[src/rtl/http_request_line_parser_assert.svh]
// assertion macros used by the rtl command queue
// each macro samples on clk and is disabled while rst_n is low
`ifndef HTTP_REQUEST_LINE_PARSER_ASSERT_SVH
`define HTTP_REQUEST_LINE_PARSER_ASSERT_SVH

// same-cycle implication
`define HRLP_ASSERT_NOW(lbl, ante, cons, msg) \
  lbl: assert property (@(posedge clk) disable iff (!rst_n) (ante) |-> (cons)) \
    else $error(msg);

// next-cycle implication
`define HRLP_ASSERT_NEXT(lbl, ante, cons, msg) \
  lbl: assert property (@(posedge clk) disable iff (!rst_n) (ante) |=> (cons)) \
    else $error(msg);

`endif

[src/rtl/hrlp_pkg.sv]
`timescale 1ns / 1ps

package hrlp_pkg;

  // special bytes of the request stream
  localparam logic [7:0] CH_SP  = 8'h20;
  localparam logic [7:0] CH_TAB = 8'h09;
  localparam logic [7:0] CH_CR  = 8'h0D;
  localparam logic [7:0] CH_LF  = 8'h0A;
  localparam logic [7:0] CH_PCT = 8'h25;

  // result kind codes
  localparam logic KIND_URI    = 1'b0;
  localparam logic KIND_STATUS = 1'b1;

  // request status codes
  typedef enum logic [1:0] {
    ST_OK      = 2'd0,
    ST_BAD     = 2'd1,
    ST_NOTIMPL = 2'd2
  } status_t;

  // percent decoder phases
  typedef enum logic [1:0] {
    PCT_NONE   = 2'd0,
    PCT_FIRST  = 2'd1,
    PCT_SECOND = 2'd2
  } pct_t;

  // command queue between parser and result side
  localparam int QDEPTH = 4;
  localparam int QAW    = $clog2(QDEPTH);

  // everything one input word produces: an optional uri byte and an optional status
  typedef struct packed {
    logic    uri_vld;
    logic [7:0] uri_byte;
    logic    stat_vld;
    status_t status;
    logic    simple;
  } cmd_t;

  // characters of the only supported method
  function automatic logic [7:0] get_char(input logic [1:0] idx);
    logic [7:0] ch;
    unique case (idx)
      2'd0:    ch = 8'h47;
      2'd1:    ch = 8'h45;
      default: ch = 8'h54;
    endcase
    return ch;
  endfunction

  // hex digit decode, msb is the valid flag
  function automatic logic [4:0] hex_digit(input logic [7:0] c);
    logic [4:0] r;
    r = 5'd0;
    if (c >= 8'h30 && c <= 8'h39) begin
      r = {1'b1, c[3:0]};
    end else if ((c >= 8'h61 && c <= 8'h66) || (c >= 8'h41 && c <= 8'h46)) begin
      r = {1'b1, c[3:0] + 4'd9};
    end
    return r;
  endfunction

endpackage

[src/rtl/hrlp_front.sv]
`timescale 1ns / 1ps

module hrlp_front (
  input  logic              clk,
  input  logic              rst_n,
  input  logic              acc,
  input  logic [7:0]        data_byte,
  input  logic              end_of_input,
  output logic              cmd_push,
  output hrlp_pkg::cmd_t    cmd
);

  // parser state
  logic               phase_r, phase_nxt;
  logic [1:0]         tok_idx_r, tok_idx_nxt;
  logic               in_tok_r, in_tok_nxt;
  logic [1:0]         meth_prog_r, meth_prog_nxt;
  logic               meth_mis_r, meth_mis_nxt;
  hrlp_pkg::pct_t     pct_ph_r, pct_ph_nxt;
  logic [7:0]         pct_val_r, pct_val_nxt;
  logic               pct_stop_r, pct_stop_nxt;
  logic [1:0]         line_len_r, line_len_nxt;
  logic               line_cr_r, line_cr_nxt;

  logic               blank;
  logic               fin;
  logic               is_get;
  logic [4:0]         hd;
  hrlp_pkg::cmd_t     c;

  // next state and produced command for the current word
  always_comb begin
    phase_nxt     = phase_r;
    tok_idx_nxt   = tok_idx_r;
    in_tok_nxt    = in_tok_r;
    meth_prog_nxt = meth_prog_r;
    meth_mis_nxt  = meth_mis_r;
    pct_ph_nxt    = pct_ph_r;
    pct_val_nxt   = pct_val_r;
    pct_stop_nxt  = pct_stop_r;
    line_len_nxt  = line_len_r;
    line_cr_nxt   = line_cr_r;
    c             = '0;
    c.status      = hrlp_pkg::ST_OK;
    hd            = hrlp_pkg::hex_digit(data_byte);
    is_get        = 1'b0;

    blank = (data_byte == hrlp_pkg::CH_LF) &&
            ((line_len_r == 2'd0) || (line_len_r == 2'd1 && line_cr_r));
    fin   = blank || end_of_input;

    if (data_byte == hrlp_pkg::CH_LF) begin
      // non-blank line end: close the first line
      if (!blank) begin
        if (!phase_nxt) begin
          if (in_tok_nxt && tok_idx_nxt == 2'd2 && pct_ph_nxt != hrlp_pkg::PCT_NONE) begin
            c.uri_vld  = 1'b1;
            c.uri_byte = pct_val_nxt;
          end
          pct_ph_nxt   = hrlp_pkg::PCT_NONE;
          pct_val_nxt  = 8'd0;
          pct_stop_nxt = 1'b0;
          in_tok_nxt   = 1'b0;
          phase_nxt    = 1'b1;
        end
        line_len_nxt = 2'd0;
        line_cr_nxt  = 1'b0;
      end
    end else begin
      if (!phase_nxt) begin
        if (data_byte == hrlp_pkg::CH_SP || data_byte == hrlp_pkg::CH_TAB ||
            data_byte == hrlp_pkg::CH_CR) begin
          // separator closes the token
          if (in_tok_nxt && tok_idx_nxt == 2'd2 && pct_ph_nxt != hrlp_pkg::PCT_NONE) begin
            c.uri_vld  = 1'b1;
            c.uri_byte = pct_val_nxt;
          end
          pct_ph_nxt   = hrlp_pkg::PCT_NONE;
          pct_val_nxt  = 8'd0;
          pct_stop_nxt = 1'b0;
          in_tok_nxt   = 1'b0;
        end else begin
          // token byte
          if (!in_tok_nxt) begin
            in_tok_nxt = 1'b1;
            if (tok_idx_nxt != 2'd3) tok_idx_nxt = tok_idx_nxt + 2'd1;
          end
          is_get = (meth_prog_nxt == 2'd3) && !meth_mis_nxt;
          if (tok_idx_nxt == 2'd1) begin
            if (!meth_mis_nxt && meth_prog_nxt != 2'd3 &&
                data_byte == hrlp_pkg::get_char(meth_prog_nxt)) begin
              meth_prog_nxt = meth_prog_nxt + 2'd1;
            end else begin
              meth_mis_nxt = 1'b1;
            end
          end else if (tok_idx_nxt == 2'd2 && is_get) begin
            // uri byte with percent decoding
            if (pct_ph_nxt == hrlp_pkg::PCT_NONE) begin
              if (data_byte == hrlp_pkg::CH_PCT) begin
                pct_ph_nxt   = hrlp_pkg::PCT_FIRST;
                pct_val_nxt  = 8'd0;
                pct_stop_nxt = 1'b0;
              end else begin
                c.uri_vld  = 1'b1;
                c.uri_byte = data_byte;
              end
            end else begin
              if (!pct_stop_nxt && hd[4]) begin
                pct_val_nxt = {pct_val_nxt[3:0], hd[3:0]};
              end else begin
                pct_stop_nxt = 1'b1;
              end
              if (pct_ph_nxt == hrlp_pkg::PCT_SECOND) begin
                c.uri_vld    = 1'b1;
                c.uri_byte   = pct_val_nxt;
                pct_ph_nxt   = hrlp_pkg::PCT_NONE;
                pct_val_nxt  = 8'd0;
                pct_stop_nxt = 1'b0;
              end else begin
                pct_ph_nxt = hrlp_pkg::PCT_SECOND;
              end
            end
          end
        end
      end
      if (line_len_nxt == 2'd0) line_cr_nxt = (data_byte == hrlp_pkg::CH_CR);
      if (line_len_nxt != 2'd3) line_len_nxt = line_len_nxt + 2'd1;
    end

    // end of request: flush any open percent code, give status, clear
    if (fin) begin
      if (in_tok_nxt && tok_idx_nxt == 2'd2 && pct_ph_nxt != hrlp_pkg::PCT_NONE) begin
        c.uri_vld  = 1'b1;
        c.uri_byte = pct_val_nxt;
      end
      is_get     = (meth_prog_nxt == 2'd3) && !meth_mis_nxt;
      c.stat_vld = 1'b1;
      c.status   = hrlp_pkg::ST_BAD;
      if (tok_idx_nxt == 2'd3) begin
        c.status = is_get ? hrlp_pkg::ST_OK : hrlp_pkg::ST_NOTIMPL;
      end else if (tok_idx_nxt == 2'd2 && is_get) begin
        c.status = hrlp_pkg::ST_OK;
        c.simple = 1'b1;
      end
      phase_nxt     = 1'b0;
      tok_idx_nxt   = 2'd0;
      in_tok_nxt    = 1'b0;
      meth_prog_nxt = 2'd0;
      meth_mis_nxt  = 1'b0;
      pct_ph_nxt    = hrlp_pkg::PCT_NONE;
      pct_val_nxt   = 8'd0;
      pct_stop_nxt  = 1'b0;
      line_len_nxt  = 2'd0;
      line_cr_nxt   = 1'b0;
    end
  end

  assign cmd      = c;
  assign cmd_push = acc && (c.uri_vld || c.stat_vld);

  // state update on each accepted word
  always_ff @(posedge clk) begin
    if (!rst_n) begin
      phase_r     <= 1'b0;
      tok_idx_r   <= 2'd0;
      in_tok_r    <= 1'b0;
      meth_prog_r <= 2'd0;
      meth_mis_r  <= 1'b0;
      pct_ph_r    <= hrlp_pkg::PCT_NONE;
      pct_val_r   <= 8'd0;
      pct_stop_r  <= 1'b0;
      line_len_r  <= 2'd0;
      line_cr_r   <= 1'b0;
    end else if (acc) begin
      phase_r     <= phase_nxt;
      tok_idx_r   <= tok_idx_nxt;
      in_tok_r    <= in_tok_nxt;
      meth_prog_r <= meth_prog_nxt;
      meth_mis_r  <= meth_mis_nxt;
      pct_ph_r    <= pct_ph_nxt;
      pct_val_r   <= pct_val_nxt;
      pct_stop_r  <= pct_stop_nxt;
      line_len_r  <= line_len_nxt;
      line_cr_r   <= line_cr_nxt;
    end
  end

endmodule

[src/rtl/hrlp_queue.sv]
`timescale 1ns / 1ps

`include "http_request_line_parser_assert.svh"

module hrlp_queue (
  input  logic           clk,
  input  logic           rst_n,
  input  logic           wr_en,
  input  hrlp_pkg::cmd_t wr_cmd,
  input  logic           rd_en,
  output hrlp_pkg::cmd_t rd_cmd,
  output logic           full,
  output logic           empty
);

  hrlp_pkg::cmd_t              slot_r [hrlp_pkg::QDEPTH];
  logic [hrlp_pkg::QAW-1:0]    wptr_r, rptr_r;
  logic [hrlp_pkg::QAW:0]      cnt_r, cnt_nxt;

  assign full   = (cnt_r == (hrlp_pkg::QAW+1)'(hrlp_pkg::QDEPTH));
  assign empty  = (cnt_r == '0);
  assign rd_cmd = slot_r[rptr_r];

  // occupancy
  always_comb begin
    cnt_nxt = cnt_r;
    if (wr_en && !rd_en) cnt_nxt = cnt_r + (hrlp_pkg::QAW+1)'(1);
    else if (rd_en && !wr_en) cnt_nxt = cnt_r - (hrlp_pkg::QAW+1)'(1);
  end

  // pointers and count
  always_ff @(posedge clk) begin
    if (!rst_n) begin
      wptr_r <= '0;
      rptr_r <= '0;
      cnt_r  <= '0;
    end else begin
      if (wr_en) wptr_r <= wptr_r + (hrlp_pkg::QAW)'(1);
      if (rd_en) rptr_r <= rptr_r + (hrlp_pkg::QAW)'(1);
      cnt_r <= cnt_nxt;
    end
  end

  // storage
  always_ff @(posedge clk) begin
    if (wr_en) slot_r[wptr_r] <= wr_cmd;
  end

  `HRLP_ASSERT_NOW(a_no_wr_full, wr_en, !full, "command written into full queue")
  `HRLP_ASSERT_NOW(a_no_rd_empty, rd_en, !empty, "command read from empty queue")
  `HRLP_ASSERT_NOW(a_cnt_range, 1'b1, cnt_r <= (hrlp_pkg::QAW+1)'(hrlp_pkg::QDEPTH), "count too big")
  `HRLP_ASSERT_NEXT(a_cnt_inc, wr_en && !rd_en, cnt_r == $past(cnt_nxt), "count did not grow")

endmodule

[src/rtl/hrlp_back.sv]
`timescale 1ns / 1ps

module hrlp_back (
  input  logic           clk,
  input  logic           rst_n,
  input  hrlp_pkg::cmd_t head,
  input  logic           q_empty,
  output logic           q_pop,
  input  logic           pop,
  output logic           out_empty,
  output logic           out_kind,
  output logic [7:0]     out_uri_byte,
  output logic [1:0]     out_status,
  output logic           out_simple_request,
  output logic           out_last
);

  logic uri_done_r;
  logic show_uri;
  logic cmd_last;
  logic take;

  // uri byte goes first, then the status if there is one
  assign show_uri = head.uri_vld && !uri_done_r;
  assign cmd_last = show_uri ? !head.stat_vld : 1'b1;
  assign take     = pop && !q_empty;
  assign q_pop    = take && cmd_last;

  assign out_empty          = q_empty;
  assign out_kind           = show_uri ? hrlp_pkg::KIND_URI : hrlp_pkg::KIND_STATUS;
  assign out_uri_byte       = show_uri ? head.uri_byte : 8'd0;
  assign out_status         = show_uri ? 2'd0 : head.status;
  assign out_simple_request = show_uri ? 1'b0 : head.simple;
  assign out_last           = !show_uri;

  // remember that the uri byte of the head command is gone
  always_ff @(posedge clk) begin
    if (!rst_n) begin
      uri_done_r <= 1'b0;
    end else if (q_pop) begin
      uri_done_r <= 1'b0;
    end else if (take && show_uri) begin
      uri_done_r <= 1'b1;
    end
  end

endmodule

[src/rtl/http_request_line_parser.sv]
`timescale 1ns / 1ps

// channel  | ports                                              | handshake
// ---------+----------------------------------------------------+-----------------------
// input    | in_data_byte, in_end_of_input                      | in_push / in_full
// result   | out_kind, out_uri_byte, out_status,                | out_pop / out_empty
//          | out_simple_request, out_last                       |
//
// one input word is taken per cycle while the command queue has room
// a word producing results is registered in the command queue before it appears on the result side
// a word yielding a uri byte and a status needs two result pops
// the 4-entry command queue lets the two sides stall independently
// rst_n clears the parser state and empties the queue

module http_request_line_parser (
  input  logic       clk,
  input  logic       rst_n,
  input  logic       in_push,
  output logic       in_full,
  input  logic [7:0] in_data_byte,
  input  logic       in_end_of_input,
  output logic       out_empty,
  input  logic       out_pop,
  output logic       out_kind,
  output logic [7:0] out_uri_byte,
  output logic [1:0] out_status,
  output logic       out_simple_request,
  output logic       out_last
);

  logic           acc;
  logic           cmd_push;
  hrlp_pkg::cmd_t cmd;
  hrlp_pkg::cmd_t head;
  logic           q_full;
  logic           q_empty;
  logic           q_pop;

  assign in_full = q_full;
  assign acc     = in_push && !q_full;

  // parser front
  hrlp_front u_front (
    .clk          (clk),
    .rst_n        (rst_n),
    .acc          (acc),
    .data_byte    (in_data_byte),
    .end_of_input (in_end_of_input),
    .cmd_push     (cmd_push),
    .cmd          (cmd)
  );

  // command queue
  hrlp_queue u_queue (
    .clk    (clk),
    .rst_n  (rst_n),
    .wr_en  (cmd_push),
    .wr_cmd (cmd),
    .rd_en  (q_pop),
    .rd_cmd (head),
    .full   (q_full),
    .empty  (q_empty)
  );

  // result back end
  hrlp_back u_back (
    .clk                (clk),
    .rst_n              (rst_n),
    .head               (head),
    .q_empty            (q_empty),
    .q_pop              (q_pop),
    .pop                (out_pop),
    .out_empty          (out_empty),
    .out_kind           (out_kind),
    .out_uri_byte       (out_uri_byte),
    .out_status         (out_status),
    .out_simple_request (out_simple_request),
    .out_last           (out_last)
  );

endmodule
[config.mk]
export PLATFORM = sky130hd
export DESIGN_NAME = http_request_line_parser
export DESIGN_NICKNAME = d
export VERILOG_FILES = /design/src/rtl/hrlp_pkg.sv /design/src/rtl/hrlp_front.sv /design/src/rtl/hrlp_queue.sv /design/src/rtl/hrlp_back.sv /design/src/rtl/http_request_line_parser.sv
export VERILOG_INCLUDE_DIRS = /design/src /design/src/rtl
export SDC_FILE = /design/constraint.sdc
export NUM_CORES = 1
export LEC_CHECK = 0
export BUFFER_PORTS_ARGS = -buffer_cell sky130_fd_sc_hd__buf_4
export CORE_MARGIN = 5
export CORE_UTILIZATION = 61
export DETAILED_ROUTE_END_ITERATION = 10
export GPL_ROUTABILITY_DRIVEN = 0
export GPL_TIMING_DRIVEN = 0
export PLACE_DENSITY = 0.8
export SLEW_MARGIN = 10
export SYNTH_ARGS = -nofsm -noshare
export SYNTH_HDL_FRONTEND = slang
export SYNTH_SLANG_ARGS = --single-unit
export TNS_END_PERCENT = 10
[constraint.sdc]
create_clock -name clk -period 4.9 [get_ports clk]
set_input_delay 1.47 -clock clk [delete_from_list [all_inputs] [get_ports clk]]
set_output_delay 1.47 -clock clk [all_outputs]
set_load 0.05 [all_outputs]
==> run metrics <==
status=finished, final reports clean; sequential share of the synthesized area=46.1%; core box area=0.00765 mm2; Synth cell types=77; final setup margin=0.367 ns; Total Wirelength=around 11000 um; Synthesized Nets=465; Worst Hold Class=reg -> reg; number of gates resized after CTS=0; Tmin final=4.53 ns; Routed wire per std cell=19.2 um; setup tns final=0 ns; Max IR drop VDD=0.000175 V; DR iter-0 viols=279; Die Footprint=about 0.0096 mm2; final core utilization=69.3%; Crit Path Max Fanout=8; Leakage=1.89 nW; Starting Density=61.9%; total power=2.13 mW; Max-cap violations=0; syn avg cell area=around 11 um2; Max Root-Sink Buffers=2; detailed-route vias per instance=6.29; Pwr Density=401 mW/mm2; die height=98.1 um; Final Slew Violations=0; share of synthesized registers carrying an async set or reset=0%; Post-DRT Antenna Nets=0; Post-CTS Setup Bufs=0; Critical Path End Type=register; Hold-fix buffers, CTS=0; Place WS=0.0802 ns; Biggest register=u_queue.slot_r; Largest register FFs=52; cells after synthesis=435; share of cells above drive strength 1=18.3%; Area Growth Syn to Fin=11.9%; Register Area=around 0.0022 mm2; gr ovfl total=0; Max Fclk=approximately 0.22 GHz; area of the multi-input gates=0.00239 mm2; crit share post-route=92.5%; number of synthesized flops with an enable pin=52; IO Port Bufs=25; # fillers=568; CP startpoint kind=primary input; Clock Skews=0.00617 ns; worst skew pair latency=0.35 ns; Nets=roughly 500; hpwl dp=~8000 um; via count=roughly 3600; FF+latch count, synth=83; first-pass GRT wire length=~18000 um; vias in the first global route=3534; Clock Tree Root=clkbuf_8; Rows=32; total CTS buffers=9; biggest regs=u_queue.slot_r: 52 flops, u_front.pct_val_r: 8 flops, u_queue.cnt_r: 3 flops; Overall Global Routing Usage=23.6%; CTS clk-pin slew, worst paths=0.09 ns; Post-Synthesis Cell Area=0.00474 mm2; drt pass-1 iters=5; WS Path Type=in -> reg; Slew HR=40.5%; TritonCTS Sinks=83; H-tree levels=3; WP data arrival=4.81 ns; Worst-Margin Slew=approximately 0.89 ns; io pins=28; ANT cells=0; Chip Width=between 90 and 100 um; Critical Path RT=5.18 ns; Synth Flop Type=edfxtp_1; Hold Vio Cnt, Final=0; RSZ-0062 raised after global routing=false; warnings from Yosys=0; largest net degree at the start of global routing=17; # setup viols final=0; initial antenna violation count=0; drt drc=0; CTS tree=yes
==> layout by cell type, fill, tap and decap left out, drive strengths merged, types with 3 or more instances in the layout <==
cell     netlist  routed
edfxtp        52      52
a21oi         25      25
xor2           3       3
inv           16      20
clkbuf        12      22
xnor2          4       4
nand3         13      13
mux2i          6       6
ha            16      16
a2111oi        3       3
buf            9      34
a31oi          3       3
nor3          10      10
dfxtp         31      31
a32oi          4       4
o21a           4       4
and2          16      16
nand2b         6       6
a21o           9       9
a221o          4       4
a211oi         3       3
mux4          13      13
o21ai         23      23
o31a           3       3
nor2          24      24
a32o           3       3
nor2b         30      30
a22oi          9       9
nor4           3       3
nand2         33      33
nor3b          7       7
==> worst max-delay path, cell delays in order <==
cell	delay (ns)
buf_4	0.14
inv_1	0.12
ha_1	0.16
nand2_1	0.06
nor3_2	0.30
o21ai_0	0.38
o21ai_1	0.44
nor2_1	0.18
a21oi_4	0.27
ha_1	0.23
inv_1	0.06
fa_1	0.38
xor2_1	0.18
or3_1	0.30
a21boi_0	0.16
==> cells in the mapped netlist, types with 3 or more instances <==
| master | number | area share [%] |
|---|---|---|
| mux2i_1 | 6 | 1.3 |
| nor3_2 | 3 | 0.63 |
| o21ai_1 | 3 | 0.32 |
| xor2_1 | 3 | 0.55 |
| nor2_1 | 23 | 1.8 |
| o21a_1 | 4 | 0.63 |
| nand2b_1 | 6 | 0.79 |
| edfxtp_1 | 52 | 33 |
| nor2b_1 | 30 | 4.0 |
| nor3b_1 | 5 | 0.79 |
| nand2_1 | 33 | 2.6 |
| a22oi_1 | 8 | 1.3 |
| buf_2 | 5 | 0.53 |
| a221o_1 | 4 | 0.85 |
| dfxtp_1 | 31 | 13 |
| ha_1 | 16 | 4.2 |
| o21ai_2 | 3 | 0.55 |
| a211oi_1 | 3 | 0.48 |
| a32o_1 | 3 | 0.63 |
| o21ai_0 | 17 | 1.8 |
| inv_1 | 15 | 1.2 |
| nor3_1 | 6 | 0.63 |
| clkbuf_1 | 12 | 0.95 |
| nand3_1 | 13 | 1.4 |
| a21o_1 | 8 | 1.3 |
| a21oi_2 | 3 | 0.55 |
| and2_1 | 16 | 2.1 |
| a21oi_1 | 20 | 2.1 |
| a31oi_1 | 3 | 0.40 |
| a32oi_1 | 4 | 0.74 |
| mux4_2 | 13 | 6.2 |
| nor4_1 | 3 | 0.40 |
| xnor2_1 | 4 | 0.74 |
==> metrics by stage <==
step                instance area [um2]  hold WS (ns)  cells
global route                       5300         0.543    578
global placement                   5050         0.481    562
floorplan                          4740         0.469    435
detailed placement                 5050         0.496    562
finish                             5300         0.507    578
CTS                                5300         0.510    578
==> kinds of logic (layout without fill, tap and decap cells) <==
kind of cell,count (synthesis),count (layout),share of synthesized area (%)
and+or+nand+nor,159,159,19.2
AOI/OAI and AO/OA,112,112,17.7
DFF,83,83,46.1
buffers and inverters,37,78,3.38
muxes,20,20,7.69
adders and majority gates,17,17,4.65
xor gates and xnor gates,7,7,1.29
==> per-layer routing <==
| layer | vias up | track usage [%] | wire length (um) |
|---|---|---|---|
| li1 | 1696 | - | - |
| met1 | 1731 | 30.0 | 4410 |
| met2 | 177 | 40.5 | 5540 |
| met3 | 31 | 4.64 | 844 |
| met4 | 0 | 8.20 | 285 |
| met5 | - | 0 | 0 |
==> cell type report <==
class,instances,share of cell area [%]
Buffer,21,1.89
Clock buffer,10,2.81
Clock inverter,6,1.84
Inverter,16,1.13
Multi-Input combinational cell,315,45.2
Sequential cell,83,41.2
Tap cell,102,2.41
Timing Repair Buffer,25,3.54
==> report_power, final <==
| part | switching [mW] | total (mW) | internal, mW | leakage (nW) |
|---|---|---|---|---|
| clock | 0.262 | 0.590 | 0.327 | 0.125 |
| combinational | 0.445 | 0.709 | 0.265 | 1.03 |
| sequential | 0.0385 | 0.828 | 0.790 | 0.736 |
==> path summary, 6_finish.rpt <==
kind                                                         start                              to  slack (ns)  cells after the start
worst max-delay path                               in_data_byte[1]   u_queue.cnt_r[2]$_SDFFE_PN0P_        0.37                     15
worst min-delay path                u_queue.wptr_r[1]$_SDFFE_PN0P_  u_queue.wptr_r[1]$_SDFFE_PN0P_        0.51                      2
worst max register to register  u_front.line_len_r[0]$_SDFFE_PN0P_   u_queue.cnt_r[2]$_SDFFE_PN0P_        1.64                     13
worst min register to register      u_queue.wptr_r[1]$_SDFFE_PN0P_  u_queue.wptr_r[1]$_SDFFE_PN0P_        0.51                      2
Note: power is estimated with default switching activity, not from simulation.
